$ cat config.mk
export PLATFORM = sky130hd
export DESIGN_NAME = nrl_front
export DESIGN_NICKNAME = d
export VERILOG_FILES = /design/src/name_registry_lookup_unit_defines.svh /design/src/nrl_pkg.sv /design/src/nrl_front.sv
export SDC_FILE = /design/constraint.sdc
export NUM_CORES = 1
export LEC_CHECK = 0
export BUFFER_PORTS_ARGS = -buffer_cell sky130_fd_sc_hd__clkbuf_2
export CAP_MARGIN = 30
export CORE_MARGIN = 1
export CORE_UTILIZATION = 40
export DETAILED_ROUTE_END_ITERATION = 10
export SLEW_MARGIN = 20
export SYNTH_ARGS = -nofsm -noshare
export SYNTH_HDL_FRONTEND = slang
export SYNTH_SLANG_ARGS = --single-unit
$ cat constraint.sdc
create_clock -name clock -period 4.85 [get_ports clock]
set_clock_uncertainty 0.15 [all_clocks]
set_input_delay 0.485 -clock clock [delete_from_list [all_inputs] [get_ports clock]]
set_output_delay 0.485 -clock clock [all_outputs]
set_load 0.02 [all_outputs]
$ cat src/name_registry_lookup_unit_defines.svh
// ----------------------------------------------------------------------------
// name registry lookup unit assertion macros
// concurrent checks, compiled out for synthesis
// ----------------------------------------------------------------------------
`ifndef NAME_REGISTRY_LOOKUP_UNIT_DEFINES_SVH
`define NAME_REGISTRY_LOOKUP_UNIT_DEFINES_SVH

`ifndef SYNTHESIS
// same-cycle implication
`define NRL_ASSERT_IMP(lbl, clk, rst, ante, cons, msg) \
   lbl: assert property (@(posedge clk) disable iff (rst) (ante) |-> (cons)) else $error(msg);
// next-cycle implication
`define NRL_ASSERT_NXT(lbl, clk, rst, ante, cons, msg) \
   lbl: assert property (@(posedge clk) disable iff (rst) (ante) |=> (cons)) else $error(msg);
`else
`define NRL_ASSERT_IMP(lbl, clk, rst, ante, cons, msg)
`define NRL_ASSERT_NXT(lbl, clk, rst, ante, cons, msg)
`endif

`endif

$ cat src/nrl_pkg.sv
// ----------------------------------------------------------------------------
// nrl_pkg
// shared sizes, codes and command type of the name registry lookup unit
// ----------------------------------------------------------------------------
`timescale 1ns / 1ps

package nrl_pkg;

   localparam int NUM_ENTRIES = 256;
   localparam int NAME_BYTES  = 50;

   localparam int HOST_W      = 8;
   localparam int BYTE_W      = 8;
   localparam int WORD_BYTES  = 8;
   localparam int WORD_W      = WORD_BYTES * BYTE_W;
   localparam int BSEL_W      = $clog2(WORD_BYTES);
   localparam int NAME_WORDS  = (NAME_BYTES + WORD_BYTES - 1) / WORD_BYTES;
   localparam int WORD_IDX_W  = (NAME_WORDS > 1) ? $clog2(NAME_WORDS) : 1;
   localparam int POS_W       = (NAME_BYTES > 1) ? $clog2(NAME_BYTES) : 1;
   localparam int ENTRY_W     = $clog2(NUM_ENTRIES);

   // two key slots, one per queue position
   localparam int KEY_DEPTH   = 2 << WORD_IDX_W;
   localparam int NAME_DEPTH  = NUM_ENTRIES << WORD_IDX_W;
   localparam int KEY_ADDR_W  = 1 + WORD_IDX_W;
   localparam int NAME_ADDR_W = ENTRY_W + WORD_IDX_W;

   localparam int REQ_DATA_W  = 16;
   localparam int RSP_DATA_W  = 16;

   localparam logic ACT_REGISTER = 1'b0;
   localparam logic ACT_FIND     = 1'b1;

   localparam logic KIND_ACK     = 1'b0;
   localparam logic KIND_FIND    = 1'b1;

   typedef struct packed {
      logic              action;
      logic [HOST_W-1:0] host;
      logic              slot;
   } cmd_type;

endpackage

$ cat src/nrl_front.sv
// ----------------------------------------------------------------------------
// nrl_front
// takes name bytes, packs them into key words and queues a command per name
// ----------------------------------------------------------------------------
`timescale 1ns / 1ps

module nrl_front
   import nrl_pkg::*;
(
   input  logic                  clock,
   input  logic                  reset,
   input  logic                  req_tvalid,
   output logic                  req_tready,
   input  logic [REQ_DATA_W-1:0] req_tdata,
   input  logic                  req_tuser,
   input  logic                  q_full,
   output logic                  q_push,
   output cmd_type               q_cmd,
   output logic                  key_wr_en,
   output logic [KEY_ADDR_W-1:0] key_wr_addr,
   output logic [WORD_W-1:0]     key_wr_data
);

   logic [POS_W-1:0]      pos_ff,  pos_in;
   logic [BSEL_W-1:0]     bsel_ff, bsel_in;
   logic [WORD_IDX_W-1:0] word_ff, word_in;
   logic                  slot_ff, slot_in;
   logic                  act_ff,  act_in;
   logic [HOST_W-1:0]     host_ff, host_in;
   logic [WORD_W-1:0]     asm_ff,  asm_in;
   logic                  accept;
   logic                  first_byte;
   logic                  last_byte;
   logic                  word_end;

   assign req_tready = !q_full;
   assign accept     = req_tvalid && req_tready;
   assign first_byte = (pos_ff == '0);
   assign last_byte  = (pos_ff == POS_W'(NAME_BYTES - 1));
   assign word_end   = (bsel_ff == BSEL_W'(WORD_BYTES - 1)) || last_byte;

   always_comb begin
      pos_in  = pos_ff;
      bsel_in = bsel_ff;
      word_in = word_ff;
      slot_in = slot_ff;
      act_in  = act_ff;
      host_in = host_ff;
      asm_in  = asm_ff;
      if (accept) begin
         if (first_byte) begin
            act_in  = req_tuser;
            host_in = req_tdata[HOST_W-1:0];
         end
         // unused tail bytes of a word stay zero in key and table alike
         if (bsel_ff == '0) begin
            asm_in = '0;
         end
         asm_in[bsel_ff*BYTE_W +: BYTE_W] = req_tdata[HOST_W +: BYTE_W];
         if (last_byte) begin
            pos_in  = '0;
            bsel_in = '0;
            word_in = '0;
            slot_in = !slot_ff;
         end else begin
            pos_in = pos_ff + 1'b1;
            if (bsel_ff == BSEL_W'(WORD_BYTES - 1)) begin
               bsel_in = '0;
               word_in = word_ff + 1'b1;
            end else begin
               bsel_in = bsel_ff + 1'b1;
            end
         end
      end
   end

   always_ff @(posedge clock) begin
      if (reset) begin
         pos_ff  <= '0;
         bsel_ff <= '0;
         word_ff <= '0;
         slot_ff <= 1'b0;
         act_ff  <= ACT_REGISTER;
         host_ff <= '0;
      end else begin
         pos_ff  <= pos_in;
         bsel_ff <= bsel_in;
         word_ff <= word_in;
         slot_ff <= slot_in;
         act_ff  <= act_in;
         host_ff <= host_in;
      end
      asm_ff <= asm_in;
   end

   assign key_wr_en   = accept && word_end;
   assign key_wr_addr = {slot_ff, word_ff};
   assign key_wr_data = asm_in;

   assign q_push      = accept && last_byte;
   assign q_cmd       = '{action: act_in, host: host_in, slot: slot_ff};

endmodule

# After elaboration in Yosys (flattened, before gate mapping)

Cells that the tools add are included.

$add $sub $neg: 4
Equality and inequality tests: 2
Shift operators: 2
Mux-type cells: 13
Reductions and logical operators: 11

Operators by type and width:

| cell                    | count |
|---|---|
| $mux 64                 | 3 |
| $bwmux 64               | 1 |
| $shift 8x34->64 const A | 1 |
| $shiftx 8x34->64        | 1 |
| $neg 6->34              | 1 |
| $mux 8                  | 2 |
| $mux 3                  | 4 |
| $add 3x1->3 const B     | 2 |
| $add 6x1->6 const B     | 1 |
| $eq 6x6->1 const B      | 1 |
| $logic_not 6->1         | 1 |
| $mux 6                  | 1 |
| $reduce_and 2->1        | 2 |
| $eq 3x3->1 const B      | 1 |
| $logic_and 1x1->1       | 3 |
| $logic_not 3->1         | 1 |
| $logic_not 1->1         | 2 |
| $mux 1                  | 2 |
| $reduce_bool 2->1       | 1 |
| $logic_or 1x1->1        | 1 |

Bits in registers: 86
Logic and storage cells: 39

# Depth between registers and ports, before layout

Depth in word-level cells: 5
Depth in mapped cells: 8

# Worst setup path after synthesis

Ideal clock, no wire load.

Kind: flip-flop to output port
Start point: register bsel_ff[0]
End point: output key_wr_data[32]
Arrival: 2.300 ns
Setup slack: 1.915 ns
Cell stages (with the launch flop): 8
Buffers on the path: 1
Path through: dfxtp_1 -> buf_6 -> inv_1 -> ha_1 -> ha_1 -> nand3b_1 -> nor3_4 -> mux2i_1

Longest elaborated chain between the ends: 5
Elaborated cells between the ends (all ways): 8
Classes of those cells: add/sub: 1; shift: 2; mux: 4; reduce/logical: 1

RTL lines:

| what                                               | RTL line        | RTL |
|---|---|---|
| start: declaration                                 | nrl_front.sv:25 | `logic [BSEL_W-1:0] bsel_ff, bsel_in;` |
| start signal: assignment                           | nrl_front.sv:87 | `bsel_ff <= bsel_in;` |
| branches (longest 3 deep; another with $neg 6->34) | --              |  |
| $bwmux 64 *                                        | nrl_front.sv:59 | `asm_in[bsel_ff*BYTE_W +: BYTE_W] = req_tdata[HOST_W +: BYTE_W];` |
| $mux 64 *                                          | nrl_front.sv:50 | `if (accept) begin` |
| end: declaration                                   | nrl_front.sv:21 | `output logic [WORD_W-1:0] key_wr_data` |

Every way passes the cells marked *. The select of a mux whose other input is x is not followed.

# Worst setup path in the final report

Start point: register bsel_ff[0]
End point: output key_wr_data[38]

Same word-level chain as after synthesis.

==> reports/results.tsv <==
metric	value	unit
Total GRT Usage	19.21	%
most frequent cell after synthesis	dfxtp_1	
Post-synth ARST share	0	%
ANT cells	0	
largest family of logic cells by synthesized area	compound AO/OA/AOI/OAI gates	
synthesis-to-layout area growth	20.24	%
worst skew pair latency	0.35	ns
PD cells	328.3	nW/um^2
clock root buffer	clkbuf_8	
mux cell area share after synthesis	2.281	%
final hold vios	0	
Detail Route Antenna Nets	0	
total CTS buffers	9	
drt total wl	8405	um
Sequential Power Share	52.7	%
Mapped Area	3511	sq um
vias in the first global route	2565	
Yosys cell types	50	
Post-Layout Inst Area	4222	sq um
# resized after CTS	0	
Synth area leader	dfxtp_1	
worst-path fanout max	12	
Compound-Gate Fraction of Synth Area	25.66	%
RSZ-0062 raised after global routing	false	
# fillers	808	
initial antenna violation count	0	
final worst path period need	3.760	ns
startpoint type of the worst setup path	register	
status	complete, no violations	
Setup crit end kind	output port	
Die W	95.69	um
Switching Fraction	26.93	%
clock buffer depth	2	
Min-Delay Path Class	input port to register	
Cell Int Power	0.001013	W
Syn. warnings	0	
endpoints failing setup	0	
Post-Synth Adder-Cell Area	4.277	%
Initial Util	42.09	%
wire length on met3	373	um
Setup TNS	0	ns
Max-slew headroom	43.91	%
Primary FF master, synth	dfxtp_1	
Simple-Gate Fraction of Synth Area	13.44	%
HPWL after detailed placement	5872	um
Max-Cap Viols	0	
# port buffers	101	
top cells by count, synth	dfxtp_1, a22o_1, nand2_1, a21oi_1, inv_1	
Avg Inst Size Synth	10.54	sq um
WL/cell	15.89	um
Post-synth EDFFs	0	
final worst-path cycle share	77.53	%
Synth top area share	49.04	%
Clock Sinks	86	
GRT Residual Overflow	0	
Synth Area in XOR/XNOR	0	%
crit path kind	register to output port	
routability cong.	0.7696	
largest net degree at the start of global routing	25	
via-per-instance ratio	5.278	
first-pass GRT wire length	13250	um
main area contributors after synthesis	dfxtp_1, a22o_1, ha_1, a31oi_4, nand2_1	
Placeable Area	8341	sq um
max-slew violations	0	
DIE AREA	9156	sq um
H-tree depth	3	
DP Worst Slack	1.475	ns
Worst-path clk slew	0.08	ns
CTS tree	done	
Remaining DRCs	0	
final net count	453	
Net Count, Synth	366	
M1 WL	4286	um
post-synthesis sequential element count	86	
Mapped Cells	333	
Die Y-Extent	95.69	um
Area after DPL	4021	sq um
worst slew pin tran	0.8350	ns
Clk pwr share	36.1	%
post-route setup slack	1.090	ns
Lkg Pwr	1.858	nW
row cnt	33	
P_sw	0.0003731	W
WL met2	3665	um
Starting DRT DRC Count	94	
max layer used	met4	
layout cells sized above 1	30.90	%
Worst EP arrival	3.13	ns
Comb power frac	11.2	%
num ports	102	
cts hold-fix bufs	0	
Peak VDD IR	0.1687	mV
Critical Path RT	4.22	ns
via count	2792	
First-pass DRT Iterations	4	
post-CTS setup buffers	0	
post-synthesis sequential area ratio	49.04	%
FMAX	265.9	MHz
per-layer routing:
layer  global-route usage [%]  up-vias
li1                         -     1406
met1                    27.91     1312
met3                    3.748        6
met4                    7.463        0
met2                    27.74       68
met5                        0        -
power by group through the flow:
stage / Combinational, W / Sequential (W) / Clock (W)
4_1_cts: 0.000156 / 0.000730 / 0.000514
3_3_place_gp: 0.000156 / 0.000747 / 0
6_report: 0.000155 / 0.000730 / 0.000500
3_5_place_dp: 0.000156 / 0.000747 / 0
5_1_grt: 0.000170 / 0.000733 / 0.000545
2_1_floorplan: 0.000114 / 0.000744 / 0
layout make-up:
class                           count  area, sq um  area share (%)
Timing Repair Buffer              102        510.5           12.09
Sequential cell                    86         1722           40.78
Inverter                           16        60.06           1.423
Clock buffer                        9        123.9           2.934
Tap cell                          105        131.4           3.112
Clock inverter                      6        71.32           1.689
Multi-Input combinational cell    205         1603           37.97
path summary, 6_finish.rpt:
kind           startpoint              end  slack, ns  cells after the start
max reg2reg    bsel_ff[0]       asm_ff[38]       2.04                      6
min reg2reg    asm_ff[34]       asm_ff[34]       0.32                      2
max            bsel_ff[0]  key_wr_data[38]       1.09                      7
min          req_tdata[1]       host_ff[1]       0.24                      3
critical path, cell delays in order, from the launching register on:
cell,delay (ns)
dfxtp_1,0.57
inv_1,0.16
ha_1,0.25
ha_1,0.45
nand3b_1,0.28
nor3_4,0.53
mux2i_1,0.33
clkbuf_2,0.21
cell families after synthesis:
| kind of cell | count (synthesis) |
|---|---|
| and+or+nand+nor | 77 |
| buffers and inverters | 42 |
| muxes | 8 |
| adders and majority gates | 12 |
| DFF | 86 |
| AOI/OAI and AO/OA | 108 |
per-stage QoR:
step	utilization, %	std cells	hold WS, ns	total power (W)
2_1_floorplan	-	333	0.3119	0.0008589
3_3_place_gp	48.21	513	0.3022	0.0009021
3_5_place_dp	48.21	513	0.3094	0.0009028
4_1_cts	50.56	528	0.2212	0.001401
5_1_grt	50.62	529	0.2454	0.001448
6_report	50.62	529	0.2370	0.001386
registers in the layout, summed over array words and instances (netlist names):
signal   count
pos_ff       6
word_ff      3
act_ff       1
host_ff      8
slot_ff      1
asm_ff      64
bsel_ff      3
cells in the final DEF, fill, tap and decap left out, types with 3 or more instances in the layout:
| cell type | Yosys | routed |
|---|---|---|
| a21oi_1 | 16 | 16 |
| a22o_1 | 55 | 55 |
| a31oi_1 | 3 | 3 |
| a31oi_4 | 6 | 6 |
| and3b_1 | 3 | 3 |
| clkbuf_2 | 0 | 102 |
| clkbuf_8 | 0 | 9 |
| dfxtp_1 | 86 | 86 |
| ha_1 | 12 | 12 |
| inv_1 | 16 | 16 |
| mux2i_1 | 8 | 8 |
| nand2_1 | 27 | 27 |
| nand2b_1 | 3 | 3 |
| nand3_1 | 11 | 11 |
| nand3b_1 | 3 | 3 |
| nor2_1 | 5 | 5 |
| nor3_1 | 3 | 3 |
| o211ai_1 | 6 | 6 |
| o21ai_0 | 9 | 9 |
| o31ai_1 | 3 | 3 |
| or3_1 | 3 | 3 |
Power figures use the tool's default switching activity.
