$ cat src/name_registry_lookup_unit_defines.svh
// ----------------------------------------------------------------------------
// name registry lookup unit assertion macros
// concurrent checks, compiled out for synthesis
// ----------------------------------------------------------------------------
`ifndef NAME_REGISTRY_LOOKUP_UNIT_DEFINES_SVH
`define NAME_REGISTRY_LOOKUP_UNIT_DEFINES_SVH

`ifndef SYNTHESIS
// same-cycle implication
`define NRL_ASSERT_IMP(lbl, clk, rst, ante, cons, msg) \
   lbl: assert property (@(posedge clk) disable iff (rst) (ante) |-> (cons)) else $error(msg);
// next-cycle implication
`define NRL_ASSERT_NXT(lbl, clk, rst, ante, cons, msg) \
   lbl: assert property (@(posedge clk) disable iff (rst) (ante) |=> (cons)) else $error(msg);
`else
`define NRL_ASSERT_IMP(lbl, clk, rst, ante, cons, msg)
`define NRL_ASSERT_NXT(lbl, clk, rst, ante, cons, msg)
`endif

`endif

$ cat src/nrl_pkg.sv
// ----------------------------------------------------------------------------
// nrl_pkg
// shared sizes, codes and command type of the name registry lookup unit
// ----------------------------------------------------------------------------
`timescale 1ns / 1ps

package nrl_pkg;

   localparam int NUM_ENTRIES = 256;
   localparam int NAME_BYTES  = 50;

   localparam int HOST_W      = 8;
   localparam int BYTE_W      = 8;
   localparam int WORD_BYTES  = 8;
   localparam int WORD_W      = WORD_BYTES * BYTE_W;
   localparam int BSEL_W      = $clog2(WORD_BYTES);
   localparam int NAME_WORDS  = (NAME_BYTES + WORD_BYTES - 1) / WORD_BYTES;
   localparam int WORD_IDX_W  = (NAME_WORDS > 1) ? $clog2(NAME_WORDS) : 1;
   localparam int POS_W       = (NAME_BYTES > 1) ? $clog2(NAME_BYTES) : 1;
   localparam int ENTRY_W     = $clog2(NUM_ENTRIES);

   // two key slots, one per queue position
   localparam int KEY_DEPTH   = 2 << WORD_IDX_W;
   localparam int NAME_DEPTH  = NUM_ENTRIES << WORD_IDX_W;
   localparam int KEY_ADDR_W  = 1 + WORD_IDX_W;
   localparam int NAME_ADDR_W = ENTRY_W + WORD_IDX_W;

   localparam int REQ_DATA_W  = 16;
   localparam int RSP_DATA_W  = 16;

   localparam logic ACT_REGISTER = 1'b0;
   localparam logic ACT_FIND     = 1'b1;

   localparam logic KIND_ACK     = 1'b0;
   localparam logic KIND_FIND    = 1'b1;

   typedef struct packed {
      logic              action;
      logic [HOST_W-1:0] host;
      logic              slot;
   } cmd_type;

endpackage

$ cat src/nrl_queue.sv
// ----------------------------------------------------------------------------
// nrl_queue
// two-entry command queue between the byte front end and the search engine
// ----------------------------------------------------------------------------
`timescale 1ns / 1ps

module nrl_queue
   import nrl_pkg::*;
(
   input  logic    clock,
   input  logic    reset,
   input  logic    push,
   input  cmd_type push_cmd,
   input  logic    pop,
   output logic    full,
   output logic    head_valid,
   output cmd_type head_cmd
);

   cmd_type    slot_ff [2];
   logic       wr_ptr_ff, wr_ptr_in;
   logic       rd_ptr_ff, rd_ptr_in;
   logic [1:0] count_ff,  count_in;

   always_comb begin
      wr_ptr_in = wr_ptr_ff;
      rd_ptr_in = rd_ptr_ff;
      count_in  = count_ff;
      if (push) begin
         wr_ptr_in = !wr_ptr_ff;
      end
      if (pop) begin
         rd_ptr_in = !rd_ptr_ff;
      end
      case ({push, pop})
         2'b10:   count_in = count_ff + 2'd1;
         2'b01:   count_in = count_ff - 2'd1;
         default: count_in = count_ff;
      endcase
   end

   always_ff @(posedge clock) begin
      if (reset) begin
         wr_ptr_ff <= 1'b0;
         rd_ptr_ff <= 1'b0;
         count_ff  <= '0;
      end else begin
         wr_ptr_ff <= wr_ptr_in;
         rd_ptr_ff <= rd_ptr_in;
         count_ff  <= count_in;
      end
      if (push) begin
         slot_ff[wr_ptr_ff] <= push_cmd;
      end
   end

   assign full       = (count_ff == 2'd2);
   assign head_valid = (count_ff != '0);
   assign head_cmd   = slot_ff[rd_ptr_ff];

endmodule

$ cat config.mk
export PLATFORM = sky130hd
export DESIGN_NAME = nrl_queue
export DESIGN_NICKNAME = d
export VERILOG_FILES = /design/src/name_registry_lookup_unit_defines.svh /design/src/nrl_pkg.sv /design/src/nrl_queue.sv
export SDC_FILE = /design/constraint.sdc
export NUM_CORES = 1
export LEC_CHECK = 0
export BUFFER_PORTS_ARGS = -buffer_cell sky130_fd_sc_hd__buf_2
export CELL_PAD_IN_SITES_DETAIL_PLACEMENT = 0
export CELL_PAD_IN_SITES_GLOBAL_PLACEMENT = 2
export CORE_UTILIZATION = 34
export DETAILED_ROUTE_END_ITERATION = 7
export PLACE_DENSITY_LB_ADDON = 0.3
export RECOVER_POWER = 50
export SLEW_MARGIN = 20
export SYNTH_ARGS = -nofsm -noshare
export SYNTH_HDL_FRONTEND = slang
export SYNTH_SLANG_ARGS = --single-unit
$ cat constraint.sdc
create_clock -name clock -period 1.7 [get_ports clock]
set_clock_uncertainty 0.2 [all_clocks]
set_input_delay 0.17 -clock clock [delete_from_list [all_inputs] [get_ports clock]]
set_output_delay 0.17 -clock clock [all_outputs]
set_load 0.01 [all_outputs]
## Yosys cells after proc, flatten, opt, wreduce, memory -nomap -nowiden

Memory sizes are Yosys's and may differ from the RTL's. A register that Yosys moved wholly into a read port is not among the register bits.
Index checks and enable logic that the tools add are counted.

- Logic and storage cells: 18
- Register bits: 4
- Memories: 1
- Output and inout bits: 12
- RAM bits: 20

Memories:

| memory | words | width | read ports | clocked after memory_dff | write ports | RTL line | text |
|---|---|---|---|---|---|---|---|
| slot_ff | 2 | 10 | 1 | 1 | 1 | nrl_queue.sv:20 | `cmd_type slot_ff [2];` |

- Eq/ne operators: 3
- Add/sub/neg operators: 2
- Reduce and logical (&&, ||, !) cells: 4
- Multiplexer cells: 5

Operators by type and width:

| operator | number |
|---|---|
| $eq A2 B2 Y1 const B | 2 |
| $mux W1 | 4 |
| $pmux W2 S2 | 1 |
| $reduce_bool A2 Y1 | 2 |
| $add A2 B1 Y2 const B | 1 |
| $eq A2 B1 Y1 const B | 1 |
| $logic_not A1 Y1 | 2 |
| $sub A2 B1 Y2 const B | 1 |

## Longest topological paths before layout

- Word-level depth: 3
- Depth in mapped cells: 5

## Worst setup path before layout

No wires, ideal clock.

- Path type: flip-flop to flip-flop
- Start point: register wr_ptr_ff
- End point: memory slot_ff[0][0] (netlist name), enable pin
- Setup time: 376 ps
- Cell stages (with the launch flop): 2
- Setup slack: 347 ps
- Period minus slack after synthesis: 1,353 ps
- Arrival time: 777 ps
- Buffers on the path: 0
- Cells stage by stage: dfxtp_1 -> nor2_1

RTL lines:

| what | RTL line | text |
|---|---|---|
| start: declaration | nrl_queue.sv:21 | `logic wr_ptr_ff, wr_ptr_in;` |
| start signal: assignment | nrl_queue.sv:48 | `wr_ptr_ff <= wr_ptr_in;` |
| end: declaration | nrl_queue.sv:20 |  |

No word-level cell before the write port.

==> impl_metrics.prom <==
# TYPE chip_impl_metric gauge
chip_impl_metric{name="wl_per_cell",unit="µm"} 11.1
chip_impl_metric{name="area_growth",unit="%"} 35.3
chip_impl_metric{name="postRouteWirelength",unit="µm"} 1410
chip_impl_metric{name="dpl_worst_slack",unit="ns"} 0.273
chip_impl_metric{name="totalNegativeSetupSlack",unit="ns"} 0
chip_impl_metric{name="die-height",unit="µm"} 54.2
chip_impl_metric{name="synthesized_flop_and_latch_total",unit=""} 25
chip_impl_metric{name="yosysSeqAreaShare",unit=""} 0.757
chip_impl_metric{name="drt-vias-per-instance",unit=""} 4.32
chip_impl_metric{name="io_buffer_count",unit=""} 25
chip_impl_metric{name="worst_ep_arrival_time",unit="ns"} 1.25
chip_impl_metric{name="reg2regPathDepth",unit=""} 2
chip_impl_metric{name="p_leak",unit="nW"} 0.482
chip_impl_metric{name="cellInternalPower",unit="µW"} 903
chip_impl_metric{name="cts.sinks",unit=""} 25
chip_impl_metric{name="grt_pass1_wl",unit="µm"} 2150
chip_impl_info{name="run_status",value="finished clean"} 1
chip_impl_metric{name="post_cts.repair.setup_buffers",unit=""} 0
chip_impl_info{name="startpoint_type",value="register"} 1
chip_impl_metric{name="yosys_warnings",unit=""} 0
chip_impl_metric{name="max_slew.worst_pin.slew",unit="ns"} 0.598
chip_impl_metric{name="finish.utilization",unit=""} 0.497
chip_impl_metric{name="post_synth_inst_count",unit=""} 53
chip_impl_info{name="worstReg2RegEnd",value="slot_ff[0][5]"} 1
chip_impl_metric{name="vdd_drop_max",unit="mV"} 0.490
chip_impl_metric{name="grt_start_max_net_pins",unit=""} 15
chip_impl_info{name="holdCritPathClass",value="input pin to register"} 1
chip_impl_metric{name="switching_share",unit=""} 0.226
chip_impl_metric{name="post_route_cells_drive_above_1_share",unit=""} 0.381
chip_impl_info{name="timing_worst_setup_path_type",value="register to primary output"} 1
chip_impl_metric{name="via_count_of_the_first_global_routing_pass",unit=""} 502
chip_impl_metric{name="gp_congestion",unit=""} 0.624
chip_impl_metric{name="initial_core_util",unit=""} 0.367
chip_impl_metric{name="power.clock.fraction",unit=""} 0.213
chip_impl_metric{name="syn_avg_cell_area",unit="µm²"} 17.5
chip_impl_metric{name="slew_headroom",unit=""} 0.601
chip_impl_metric{name="grt_remaining_overflow",unit=""} 0
chip_impl_metric{name="cts_htree_levels",unit=""} 1
chip_impl_metric{name="path_max_fanout",unit=""} 5
chip_impl_metric{name="fmax",unit="MHz"} 618
chip_impl_metric{name="route.vias.total",unit=""} 549
chip_impl_metric{name="fin_crit",unit="ns"} 1.62
chip_impl_metric{name="pwr-share-seq",unit=""} 0.621
chip_impl_metric{name="number_of_rows_in_the_core_area",unit=""} 18
chip_impl_metric{name="number_of_antenna_violations_at_the_first_check_in_global_routing",unit=""} 0
chip_impl_metric{name="slew_violations",unit=""} 0
chip_impl_info{name="layout_commonest_cell",value="edfxtp_1"} 1
chip_impl_metric{name="layout_worst_path_cycle_share",unit=""} 0.952
chip_impl_metric{name="finalHoldViolCount",unit=""} 0
chip_impl_metric{name="drtIter0Drc",unit=""} 5
chip_impl_metric{name="dpl.hpwl",unit="µm"} 974
chip_impl_metric{name="pwr_dens",unit="mW/mm²"} 931
chip_impl_metric{name="clkLatencyLatePin",unit="ns"} 0.30
chip_impl_metric{name="detail_route.drc_violations",unit=""} 0
chip_impl_info{name="cts_tree",value="done"} 1
chip_impl_info{name="rsz0062_at_grt",value="no"} 1
chip_impl_metric{name="place.detailed.instances",unit=""} 110
chip_impl_metric{name="fin_ws",unit="ns"} 0.0809
chip_impl_metric{name="drtAntennaViolNets",unit=""} 0
chip_impl_metric{name="clockBufferDepth",unit=""} 2
chip_impl_info{name="reg2reg_from",value="wr_ptr_ff"} 1
chip_impl_metric{name="placeableCoreArea",unit="mm²"} 0.00252
chip_impl_metric{name="reg2reg_setup_slack",unit="ns"} 0.24
chip_impl_metric{name="floorplan.die.width",unit="µm"} 54.2
chip_impl_metric{name="final_antenna_diode_count",unit=""} 0
chip_impl_metric{name="firstDrtPassIters",unit=""} 2
chip_impl_metric{name="syn_nets",unit=""} 68
chip_impl_metric{name="finish.cell_count_without_fillers",unit=""} 127
chip_impl_metric{name="grt_use_total",unit=""} 0.108
chip_impl_metric{name="maxCapViolCount",unit=""} 0
chip_impl_info{name="mostFrequentLayoutCells",value="edfxtp_1 (20), buf_2 (18), dlygate4sd3_1 (13)"} 1
chip_impl_metric{name="die_area",unit="mm²"} 0.00294
chip_impl_metric{name="clock_transition_at_the_register_clock_pins_on_the_worst_setup_and_hold_paths_after_cts",unit="ns"} 0.12
chip_impl_metric{name="setup_viol",unit=""} 0
chip_impl_metric{name="reported_net_switching_power",unit="µW"} 263
chip_impl_info{name="cp-endpoint",value="head_cmd[3]"} 1
chip_impl_metric{name="boundary_pins",unit=""} 26
chip_impl_metric{name="cp_data_required_time",unit="ns"} 1.33
chip_impl_metric{name="netlist_area",unit="µm²"} 926
chip_impl_metric{name="synth.lib_cells_used.distinct",unit=""} 15
chip_impl_metric{name="hold_slack",unit="ns"} 0.206
chip_impl_metric{name="power.combinational.fraction",unit=""} 0.166
chip_impl_info{name="timing.critical_path.to_type",value="primary output"} 1
chip_impl_metric{name="cts-buffers-inserted",unit=""} 3
chip_impl_info{name="root_buffer",value="clkbuf_4"} 1
chip_impl_metric{name="final_net_count",unit=""} 113
==> per-layer routing <==
metal,global-route usage,part of all wire
met3,0.0339,0.041
met2,0.171,0.47
met5,0,0
met1,0.132,0.48
met4,0.0513,0.0092
==> cells in the mapped netlist <==
cell / n / area share
nor2_1: 5 / 0.020
or2_2: 1 / 0.0068
mux2_2: 10 / 0.12
and2b_2: 1 / 0.0095
xnor2_1: 3 / 0.028
ha_1: 1 / 0.014
a21oi_1: 1 / 0.0054
dfxtp_1: 5 / 0.11
or3_1: 1 / 0.0068
xor2_1: 1 / 0.0095
inv_1: 1 / 0.0041
o21ai_0: 1 / 0.0054
buf_2: 1 / 0.0054
edfxtp_1: 20 / 0.65
and2_1: 1 / 0.0068
==> power by group through the flow <==
stage / Combinational (mW) / Clock (mW) / Sequential, mW
6_report: 0.193 / 0.249 / 0.724
5_1_grt: 0.214 / 0.288 / 0.729
2_1_floorplan: 0.105 / 0 / 0.733
3_3_place_gp: 0.174 / 0 / 0.736
4_1_cts: 0.201 / 0.263 / 0.724
3_5_place_dp: 0.176 / 0 / 0.738
==> worst min path at each step <==
stage / slack, ns / from / cells after the start / to
floorplan: 0.04 / reset / 1 / count_ff[1]
global placement: 0.16 / push_cmd[2] / 1 / slot_ff[0][2]
detailed placement: 0.16 / push_cmd[3] / 1 / slot_ff[0][3]
CTS: 0.20 / push / 5 / count_ff[0]
global route: 0.21 / push / 5 / count_ff[0]
finish: 0.21 / push / 5 / count_ff[0]
==> per-stage QoR <==
| step | power, mW | cell area [µm²] |
|---|---|---|
| 2_1_floorplan | 0.837 | 926 |
| 3_3_place_gp | 0.909 | 1110 |
| 3_5_place_dp | 0.914 | 1110 |
| 4_1_cts | 1.19 | 1260 |
| 5_1_grt | 1.23 | 1250 |
| 6_report | 1.17 | 1250 |
==> critical path, cell delays in order, from the launching register on <==
cell     delay, ns
dfxtp_2       0.35
buf_4         0.13
mux2_2        0.33
buf_2         0.14
==> registers in the layout, indices dropped and copies added, names as in the netlist, named ones only <==
register   cells
slot_ff       20
rd_ptr_ff      1
count_ff       2
wr_ptr_ff      1
==> timing repair <==
action                     CTS  global route
hold buffers                13             0
setup endpoints to repair    0            10
gates resized for setup      0             1
hold endpoints to repair    25             0
==> cell type report <==
type                    count  area [µm²]
clock buffers               3        22.5
well taps                  30        37.5
inverters                   1        3.75
repair buffers             41         265
flip-flops and latches     25         702
clock inverters             1        5.00
multi-input cells          26         216
fillers                   246        1270
==> cells by family after synthesis <==
group                    share of synthesized area
adder cells (fa/ha/maj)                     0.0135
AND/OR/NAND/NOR                             0.0500
flip-flops                                   0.757
multiplexers                                 0.122
XOR/XNOR                                    0.0378
AO/OA/AOI/OAI                               0.0108
buffers and inverters                      0.00945
(Power assumes the default switching activity.)
