--- src/name_registry_lookup_unit_defines.svh ---
// ----------------------------------------------------------------------------
// name registry lookup unit assertion macros
// concurrent checks, compiled out for synthesis
// ----------------------------------------------------------------------------
`ifndef NAME_REGISTRY_LOOKUP_UNIT_DEFINES_SVH
`define NAME_REGISTRY_LOOKUP_UNIT_DEFINES_SVH

`ifndef SYNTHESIS
// same-cycle implication
`define NRL_ASSERT_IMP(lbl, clk, rst, ante, cons, msg) \
   lbl: assert property (@(posedge clk) disable iff (rst) (ante) |-> (cons)) else $error(msg);
// next-cycle implication
`define NRL_ASSERT_NXT(lbl, clk, rst, ante, cons, msg) \
   lbl: assert property (@(posedge clk) disable iff (rst) (ante) |=> (cons)) else $error(msg);
`else
`define NRL_ASSERT_IMP(lbl, clk, rst, ante, cons, msg)
`define NRL_ASSERT_NXT(lbl, clk, rst, ante, cons, msg)
`endif

`endif

--- src/nrl_ram.sv ---
// ----------------------------------------------------------------------------
// nrl_ram
// simple dual-port ram, one write and one registered read per cycle
// ----------------------------------------------------------------------------
`timescale 1ns / 1ps

module nrl_ram #(
   parameter int WIDTH  = 8,
   parameter int DEPTH  = 16,
   parameter int ADDR_W = $clog2(DEPTH)
) (
   input  logic              clock,
   input  logic              wr_en,
   input  logic [ADDR_W-1:0] wr_addr,
   input  logic [WIDTH-1:0]  wr_data,
   input  logic              rd_en,
   input  logic [ADDR_W-1:0] rd_addr,
   output logic [WIDTH-1:0]  rd_data
);

   logic [WIDTH-1:0] mem_ff [DEPTH];
   logic [WIDTH-1:0] rd_data_ff;

   always_ff @(posedge clock) begin
      if (wr_en) begin
         mem_ff[wr_addr] <= wr_data;
      end
      if (rd_en) begin
         rd_data_ff <= mem_ff[rd_addr];
      end
   end

   assign rd_data = rd_data_ff;

endmodule

--- config.mk ---
export PLATFORM = sky130hd
export DESIGN_NAME = nrl_ram
export DESIGN_NICKNAME = d
export VERILOG_FILES = /design/src/name_registry_lookup_unit_defines.svh /design/src/nrl_ram.sv
export SDC_FILE = /design/constraint.sdc
export NUM_CORES = 1
export LEC_CHECK = 0
export ABC_AREA = 1
export BUFFER_PORTS_ARGS = -buffer_cell sky130_fd_sc_hd__buf_2
export CAP_MARGIN = 5
export CELL_PAD_IN_SITES_DETAIL_PLACEMENT = 1
export CELL_PAD_IN_SITES_GLOBAL_PLACEMENT = 1
export CORE_ASPECT_RATIO = 1.75
export CORE_UTILIZATION = 45
export DETAILED_ROUTE_END_ITERATION = 6
export GPL_TIMING_DRIVEN = 0
export PLACE_DENSITY = 0.76
export SKIP_CTS_REPAIR_TIMING = 1
export SYNTH_ARGS = -nofsm -noshare
export SYNTH_HDL_FRONTEND = slang
export SYNTH_SLANG_ARGS = --single-unit
--- constraint.sdc ---
create_clock -name clock -period 1.5 [get_ports clock]
set_clock_uncertainty 0.05 [all_clocks]
set_input_delay 0.3 -clock clock [delete_from_list [all_inputs] [get_ports clock]]
set_output_delay 0.3 -clock clock [all_outputs]
set_load 0.05 [all_outputs]
# [Word level (Yosys, flattened, before mapping)]
# Memories as Yosys holds them, arrays and structs flattened. A register that Yosys moved wholly into a read port is not among the register bits.
# Cells that the tools add are included.
[totals] ff_bits=0 ram_bits=128 in_bits=19 word_cells=3 n_memories=1
[memory_table] name="mem_ff" depth=16 width=8 rd=1 rd_ports_with_merged_regs=1 wr=1 line_no="nrl_ram.sv:21" rtl="logic [WIDTH-1:0] mem_ff [DEPTH];"
[op_classes] n_mux=2
[ops] cell="1-bit two-way mux" n=2

# [Logic depth before layout (Yosys ltp)]
# Gate-level depths: netlist (run 1).
[depth] depth_word=2 mapped_depth=8 mapped_depth_nobuf=7

# [Worst setup path before layout (run 1)]
# No wires, ideal clock.
[synth_timing] path_type="input port to flip-flop" startpoint="input port wr_addr[2]" endpoint="memory mem_ff[10][0], enable pin" setup_ps=370 t_arrival_ps=881 slack_ps=199 stages=2 path_cell_list="nand3b_1 > nor2_1"
[synth_lines] item="from (decl)" line_no="nrl_ram.sv:14" rtl="input logic [ADDR_W-1:0] wr_addr,"
[synth_lines] item="to (decl)" line_no="nrl_ram.sv:21"
# No word-level cell before the write port.

# [Worst setup path after layout (run 1)]
[layout_timing] startpoint="input port wr_addr[2]" endpoint="memory mem_ff[9][5], enable pin"
# No word-level cell before the write port.

==> results of run 1 <==
[worst max-delay path: cells and delay by family]
kind | cells | cell delay (ns)
buf+inv | 1 | 0.12
simple gates | 2 | 1.03
[routing by layer]
metal	track usage (%)	up-vias
met3	5.47	58
met5	0	-
met1	27.9	1991
met2	45.4	146
li1	-	1868
met4	18.4	0
[path summary, 6_finish.rpt]
path | start | endpoint | slack [ns] | cells after the start
worst max-delay path | wr_addr[2] | mem_ff[9][5] | 0.04 | 3
worst min-delay path | rd_en | rd_data[6] | 0.23 | 1
worst min register to register | mem_ff[10][6] | rd_data[6] | 0.72 | 6
worst max register to register | mem_ff[15][5] | rd_data[5] | 0.19 | 6
[report_power, final]
part / internal [mW] / total, mW / switching (mW)
combinational: 0.160 / 0.632 / 0.472
clock: 2.77 / 4.33 / 1.56
sequential: 4.28 / 4.31 / 0.0228
[layout by cell type (no fill, tap or decap)]
master / n
clkinv_1: 2
bufinv_16: 4
buf_6: 6
clkbuf_16: 17
clkinv_2: 2
nor2_1: 17
nand2_1: 173
clkinv_4: 1
buf_4: 4
edfxtp_1: 136
clkinvlp_4: 3
nand3_1: 97
nand3b_1: 2
buf_2: 36
inv_6: 1
clkbuf_1: 2
buf_1: 1
inv_1: 100
inv_2: 2
[cell type report]
class	instances	area share (%)
repair buffers	23	1.70
multi-input cells	289	17.9
plain buffers	24	2.45
inverters	102	5.64
clock inverters	13	2.62
flip-flops and latches	136	60.2
clock buffers	19	6.38
well taps	168	3.10
[stage by stage]
stage | hold WS, ns | instance area [sq um]
final | 0.225 | 6780
after global routing | 0.223 | 6780
after CTS | 0.219 | 6780
after detailed placement | 0.655 | 6170
after global placement | 0.644 | 6170
after floorplan | 0.349 | 5850
[logic make-up after synthesis]
logic type / Yosys count
buffers and inverters: 126
DFF: 136
and+or+nand+nor: 289
[synth_stat cells]
| master | instances | share of area (%) |
|---|---|---|
| buf_2 | 13 | 1.1 |
| inv_1 | 100 | 6.4 |
| nand3_1 | 97 | 8.3 |
| nand2_1 | 173 | 11 |
| buf_4 | 4 | 0.51 |
| nor2_1 | 17 | 1.1 |
| nand3b_1 | 2 | 0.26 |
| buf_6 | 6 | 1.2 |
| inv_2 | 2 | 0.13 |
| edfxtp_1 | 136 | 70 |
| buf_1 | 1 | 0.064 |
[state kept, by name, indices dropped and copies added (netlist names)]
signal / count
mem_ff: 128
rd_data: 8
==> results.ini, run 1 <==
[sta]
slew_headroom_pct = 37.0
worst_slew_pin_slew_ns = 0.942
setup_viol = 0
min_period_ns = 1.46
post-route-period-util_pct = 97.4
hold_viol_final = 0
rsz0062_at_grt = false
maxSlewViolCount = 0
max_freq_mhz = 685
fin_tns_setup_ns = 0
setup_ws_ns = 0.0391

[route]
wl_um = 16200
viasPerCell = 5.25
vias = 4063
postRouteAntennaNets = 0
wl_met1_um = 5630
wl_per_cell_um = 20.9
met3_length_um = 740
route.detailed.drc = 0
routed-wl-met2_um = 8690
first_iter_violations = 245
top_layer = met4
drt_pass1_iterations = 4

[setup_path]
slowest_delay_ns = 0.77
path_class = input port to flop
critPathCaptureType = flop
crit_slowest_cell = nor2_1
cp.arrival_ns = 1.45
cp.required_ns = 1.49
cp_cell_sequence = buf_2 > nand3b_1 > nor2_1
worstPathMaxFanout = 8
crit_path_start_kind = input port

[die]
core_area_sq_um = 12600
fp-row-count = 54
design.portCount = 27
die_area_sq_um = 13500
die_w_um = 88.2
start_util_pct = 46.5
die_h_um = 153

[yosys]
synth_top_family_by_area = simple AND/OR/NAND/NOR gates
synthCells = 551
synth.area.mux_share_pct = 0
synth.distinct_cells = 11
synth_area_sq_um = 5850
ys_ff_latch = 136
seq_area_frac_synth_pct = 69.8
syn_nets = 570
synth-simple-area-share_pct = 20.8
synth_xor_area_share_pct = 0
synth-compound-area-share_pct = 0
syn_area_per_cell_sq_um = 10.6
ys_warn_count = 0
yosys.area_share.adder_pct = 0

[clocking]
clk_pin_slew_worst_paths_ns = 0.06
cts-buffers-inserted = 17
tritoncts = done
htreeDepth = 4
ctsLongestPathBuffers = 2
clkSinkCount = 136
insertion_delay_ns = 0.42
clockRootBuffer = clkbuf_16

[pwr]
fin_total_pwr_mw = 9.26
leakagePower_nw = 2.91
power_density_nw_per_um2 = 1370
vdd_drop_max_uv = 1310

[layout]
final_cells = 774
nets = 612
fin_util_pct = 54.0
n_fill_cell = 1420
syn_to_final_growth_pct = 16.0
diodes = 0
ff_latch_area_sq_um = 4080
multiInputGateArea_sq_um = 1210
drive_above_1_share_pct = 12.5

[global_route]
grt_usage_pct = 26.4
grt_max_degree = 17
grt_pass1_vias = 4449
grt_overflow = 0
grt_pass1_wl_um = 24700
antenna_found_initial = 0

[placed_design]
place.detailed.hpwl_um = 11200
place.gp.congestion = 0.890
port_buffers = 23
placed_cells = 742
dp_slack_ns = -0.368

[run]
maxCapViolCount = 0

[status]
run_status = completed

[worst_hold_path]
hold_path_class = input port to flop

(Power assumes the default switching activity.)
==> run 2: changes to the inputs <==
--- a/config.mk
+++ b/config.mk
@@ -15,6 +15,7 @@
 export DETAILED_ROUTE_END_ITERATION = 6
 export GPL_TIMING_DRIVEN = 0
 export PLACE_DENSITY = 0.76
+export RECOVER_POWER = 25
 export SKIP_CTS_REPAIR_TIMING = 1
 export SYNTH_ARGS = -nofsm -noshare
 export SYNTH_HDL_FRONTEND = slang
==> constraint.sdc (replaced) <==
create_clock -name clock -period 1.4 [get_ports clock]
set_clock_uncertainty 0.05 [all_clocks]
set_input_delay 0.28 -clock clock [delete_from_list [all_inputs] [get_ports clock]]
set_output_delay 0.28 -clock clock [all_outputs]
set_load 0.05 [all_outputs]
==> run 2 against run 1 <==
The run now ends with setup timing left. Power up 7.1%. Core utilization unchanged. Critical path type unchanged. Worst setup slack worse by 0.056 ns. Non-clock buffer count unchanged. Sequential power up 7.0%.
==> results.ini, run 2 (synthesized netlist as in run 1, its figures left out) <==
[status]
run_status = finished with violations
violations = setup timing

[layout]
final_common_cell = nand2_1
drive_above_1_share_pct = 12.2  ; -0.33 points
largest_register = mem_ff
final_cell_mix = 173 x nand2_1, 136 x edfxtp_1, 100 x inv_1
largest_reg_flops = 128  ; unchanged
syn_to_final_growth_pct = 16.0  ; unchanged
diodes = 0  ; unchanged
nets = 612  ; unchanged

[clocking]
clk_pin_slew_worst_paths_ns = 0.06  ; about the same
clkSinkCount = 136  ; unchanged
clockRootBuffer = clkbuf_16
cts-buffers-inserted = 17  ; unchanged
ctsLongestPathBuffers = 2  ; unchanged
htreeDepth = 4  ; unchanged
insertion_delay_ns = 0.42  ; about the same
tritoncts = done

[pwr]
vdd_drop_max_uv = 1410  ; +7.1%
leakagePower_nw = 2.90  ; -0.39%
power_density_nw_per_um2 = 1460  ; +7.1%

[die]
die_area_sq_um = 13500  ; unchanged
start_util_pct = 46.5  ; unchanged
design.portCount = 27  ; unchanged
die_w_um = 88.2  ; unchanged
die_h_um = 153  ; unchanged
fp-row-count = 54  ; unchanged
core_area_sq_um = 12600  ; unchanged

[route]
route.detailed.drc = 0  ; unchanged
wl_per_cell_um = 20.9  ; unchanged
drt_pass1_iterations = 4  ; unchanged
postRouteAntennaNets = 0  ; unchanged
wl_um = 16200  ; unchanged
first_iter_violations = 246  ; +0.41%
vias = 4026  ; -0.91%
viasPerCell = 5.20  ; -0.91%

[sta]
post-route-period-util_pct = 101
max_freq_mhz = 706
fin_tns_setup_ns = -0.0832  ; -0.0832 ns
hold_viol_final = 0  ; unchanged
maxSlewViolCount = 0  ; unchanged
rsz0062_at_grt = true
min_period_ns = 1.42
slew_headroom_pct = 36.6  ; -0.41 points
setup_viol = 8  ; +8
worst_slew_pin_slew_ns = 0.948  ; +0.00613 ns
setup_ws_ns = -0.0169  ; -0.0560 ns

[global_route]
grt_overflow = 0  ; unchanged
antenna_found_initial = 0  ; unchanged
grt_pass1_wl_um = 24700  ; unchanged
grt_usage_pct = 26.4  ; unchanged
grt_pass1_vias = 4449  ; unchanged
grt_max_degree = 17  ; unchanged

[worst_hold_path]
hold_path_class = input port to flop

[setup_path]
worstPathMaxFanout = 8  ; unchanged
cp.required_ns = 1.39  ; -0.10 ns
path_class = input port to flop
critPathCaptureType = flop
crit_path_start_kind = input port
cp.arrival_ns = 1.40  ; -0.05 ns
r2r_slack_ns = 0.09  ; -0.10 ns

[run]
maxCapViolCount = 0  ; unchanged

[placed_design]
place.gp.congestion = 0.890  ; unchanged
port_buffers = 23  ; unchanged
place.detailed.hpwl_um = 11200  ; unchanged
dp_slack_ns = -0.448  ; -0.0800 ns

[run 2: cell count changes in the layout (fill, tap and decap cells not counted), sizes merged]
cell | before | now
clkbuf | 19 | 23
buf | 47 | 43
[run 2: cell type report]
cell class / count / area [sq um]
Timing Repair Buffer: 23 / 110
Clock buffer: 19 / 433
Buffer: 24 / 166
Fill cell: 1425 / 5780
Tap cell: 168 / 210
Multi-Input combinational cell: 289 / 1220
Clock inverter: 13 / 178
Inverter: 102 / 383
Sequential cell: 136 / 4080
[run 2: final timing paths]
| check | startpoint | to | cells past startpoint |
|---|---|---|---|
| max | wr_addr[3] | mem_ff[15][2] | 3 |
| min | rd_en | rd_data[6] | 1 |
| max reg2reg | mem_ff[15][5] | rd_data[5] | 6 |
| min reg2reg | mem_ff[10][6] | rd_data[6] | 6 |
[run 2: stage by stage]
step / power (mW) / instances / area (sq um) / hold WS [ns] / util (%)
after floorplan: 5.08 / 551 / 5850 / 0.329 / -
after global placement: 5.34 / 742 / 6170 / 0.624 / 49.1
after detailed placement: 5.37 / 742 / 6170 / 0.635 / 49.1
after CTS: 9.97 / 774 / 6780 / 0.199 / 54.0
after global routing: 10.2 / 774 / 6780 / 0.203 / 54.0
final: 9.92 / 774 / 6780 / 0.206 / 54.0
[run 2: worst max-delay path: stages]
cell	delay, ns
buf_2	0.11
nand3_1	0.22
nor2_1	0.79
[run 2: power breakdown]
part           switching, mW  internal (mW)
sequential            0.0244           4.59
combinational          0.507          0.170
clock                   1.67           2.97
[run 2: metal layers]
metal	share of wire (%)	routed length (um)	global-route usage, %
met1	35	5630	27.9
met2	54	8760	45.4
met3	4.6	746	5.47
met4	6.6	1060	18.4
met5	0	0	0
==> run 3: changes to the inputs <==
--- a/config.mk
+++ b/config.mk
@@ -11,10 +11,11 @@
 export CELL_PAD_IN_SITES_DETAIL_PLACEMENT = 1
 export CELL_PAD_IN_SITES_GLOBAL_PLACEMENT = 1
 export CORE_ASPECT_RATIO = 1.75
-export CORE_UTILIZATION = 45
+export CORE_UTILIZATION = 46
 export DETAILED_ROUTE_END_ITERATION = 6
+export GPL_ROUTABILITY_DRIVEN = 0
 export GPL_TIMING_DRIVEN = 0
-export PLACE_DENSITY = 0.76
+export PLACE_DENSITY = 0.77
 export RECOVER_POWER = 25
 export SKIP_CTS_REPAIR_TIMING = 1
 export SYNTH_ARGS = -nofsm -noshare
==> run 3 against run 2 <==
Worst setup slack improved by 0.027 ns. Clock power fell by 6.0%. Critical path type unchanged. Largest cell class unchanged. Sequential share of layout area rose by 0.47 points. Die area shrank 2.1%. The run now ends clean.
==> results.ini, run 3 (synthesized netlist as in run 1, its figures left out) <==
[sta]
maxSlewViolCount = 0  ; unchanged
whs_ns = 0.262  ; +0.0564 ns
slew_headroom_pct = 37.5  ; +0.98 points
hold_viol_final = 0  ; unchanged
max_freq_mhz = 720  ; +2.0%
rsz0062_at_grt = true
worst_slew_pin_slew_ns = 0.937  ; -0.0111 ns
post-route-period-util_pct = 99.2  ; -2.0 points
setup_viol = 0  ; -8
min_period_ns = 1.39  ; -0.0275 ns

[layout]
largest_register = mem_ff
nets = 612  ; unchanged
final_common_cell = nand2_1
n_fill_cell = 1424  ; -0.070%
syn_to_final_growth_pct = 15.1
largest_reg_flops = 128  ; unchanged
final_cell_mix = 173 x nand2_1, 136 x edfxtp_1, 100 x inv_1
diodes = 0  ; unchanged
drive_above_1_share_pct = 11.3  ; -0.95 points

[clocking]
ctsLongestPathBuffers = 2  ; unchanged
clk_pin_slew_worst_paths_ns = 0.06  ; about the same
clockRootBuffer = clkbuf_16
clkSinkCount = 136  ; unchanged
tritoncts = done
cts-buffers-inserted = 17  ; unchanged
htreeDepth = 4  ; unchanged
insertion_delay_ns = 0.42  ; about the same

[global_route]
use_met3_pct = 5.94  ; +0.47 points
grt_overflow = 0  ; unchanged
grt_pass1_wl_um = 24600  ; -0.72%
antenna_found_initial = 0  ; unchanged
grt_usage_pct = 27.2  ; +0.76 points
grt_pass1_vias = 4399  ; -1.1%
grt.busiest_layer = met2
use_met2_pct = 48.5  ; +3.1 points
met1_usage_pct = 27.4  ; -0.49 points
grt_max_degree = 17  ; unchanged

[pwr]
vdd_drop_max_uv = 1410  ; +0.32%
power_density_nw_per_um2 = 1430  ; -2.0%
leakagePower_nw = 2.88  ; -0.67%
fin_total_pwr_mw = 9.65  ; -2.7%

[setup_path]
crit_path_start_kind = input port
r2r_slack_ns = 0.16  ; +0.07 ns
crit_slowest_cell = nor2_1
cp.required_ns = 1.39  ; about the same
crit_buf_inv = 1  ; unchanged
critical-path-top-delay-family = simple AND/OR/NAND/NOR gates
critPathCaptureType = flop
cp.arrival_ns = 1.38  ; -0.02 ns
worstPathMaxFanout = 8  ; unchanged
slowest_delay_ns = 0.73  ; -0.06 ns
path_class = input port to flop
cp_cell_sequence = buf_2 > nand3b_1 > nor2_1

[die]
die_area_sq_um = 13200  ; -2.1%
design.portCount = 27  ; unchanged
core_area_sq_um = 12400  ; -1.1%
start_util_pct = 47.0  ; +0.51 points
die_h_um = 151  ; -1.1%
fp-row-count = 54  ; unchanged
die_w_um = 87.2  ; -1.1%

[route]
drt_pass1_iterations = 4  ; unchanged
viasPerCell = 5.23  ; +0.53%
first_iter_violations = 185  ; -25%
wl_per_cell_um = 21.1  ; +1.0%
vias = 4037  ; +0.27%
route.detailed.drc = 0  ; unchanged
wl_um = 16300  ; +0.73%
postRouteAntennaNets = 0  ; unchanged

[run]
maxCapViolCount = 0  ; unchanged

[placed_design]
place.detailed.hpwl_um = 11300  ; +1.2%
port_buffers = 23  ; unchanged

[worst_hold_path]
hold_path_class = input port to flop

[status]
run_status = completed

run 3: worst register-to-register path, cell delays in order (launching register included):
cell and delay (ns):
edfxtp_1 0.37, inv_1 0.06, nand2_1 0.05, nand3_1 0.14
nand3_1 0.09, nand3_1 0.13, nand2_1 0.09
run 3: final timing paths:
| path | depth (start not counted) | to | start |
|---|---|---|---|
| worst max-delay path | 3 | mem_ff[6][2] | wr_addr[3] |
| worst min-delay path | 1 | rd_data[0] | rd_en |
| worst max register to register | 6 | rd_data[5] | mem_ff[11][5] |
| worst min register to register | 6 | rd_data[7] | mem_ff[6][7] |
run 3: through the flow:
step / utilization (%) / setup TNS [ns] / setup WS [ns] / area, sq um / instances
floorplan: - / 0 / 0.119 / 5850 / 551
global placement: 49.6 / -33.10 / -0.376 / 6170 / 742
detailed placement: 49.6 / -42.08 / -0.426 / 6170 / 742
CTS: 54.2 / -0.0554 / -0.00735 / 6740 / 772
global route: 54.1 / -1.05 / -0.0635 / 6730 / 772
finish: 54.1 / 0 / 0.0106 / 6730 / 772
run 3: area by class of cell:
class	instances	area [sq um]	share of cell area, %
plain buffers	24	166	2.47
clock inverters	12	135	2.01
repair buffers	23	109	1.62
flip-flops and latches	136	4080	60.7
well taps	168	210	3.12
clock buffers	18	429	6.38
inverters	102	383	5.69
multi-input cells	289	1210	18.0
run 3: metal layers:
| metal | share of wire (%) | vias to the layer above | wire, um |
|---|---|---|---|
| li1 | - | 1868 | - |
| met1 | 36 | 1989 | 5870 |
| met2 | 54 | 131 | 8800 |
| met3 | 4.1 | 49 | 672 |
| met4 | 6.0 | 0 | 984 |
| met5 | 0 | - | 0 |
run 3: report_power, final:
group	total [mW]	switching (mW)	internal (mW)
clock	4.35	1.61	2.74
sequential	4.62	0.0247	4.59
combinational	0.684	0.515	0.169
total	9.65	2.15	7.50
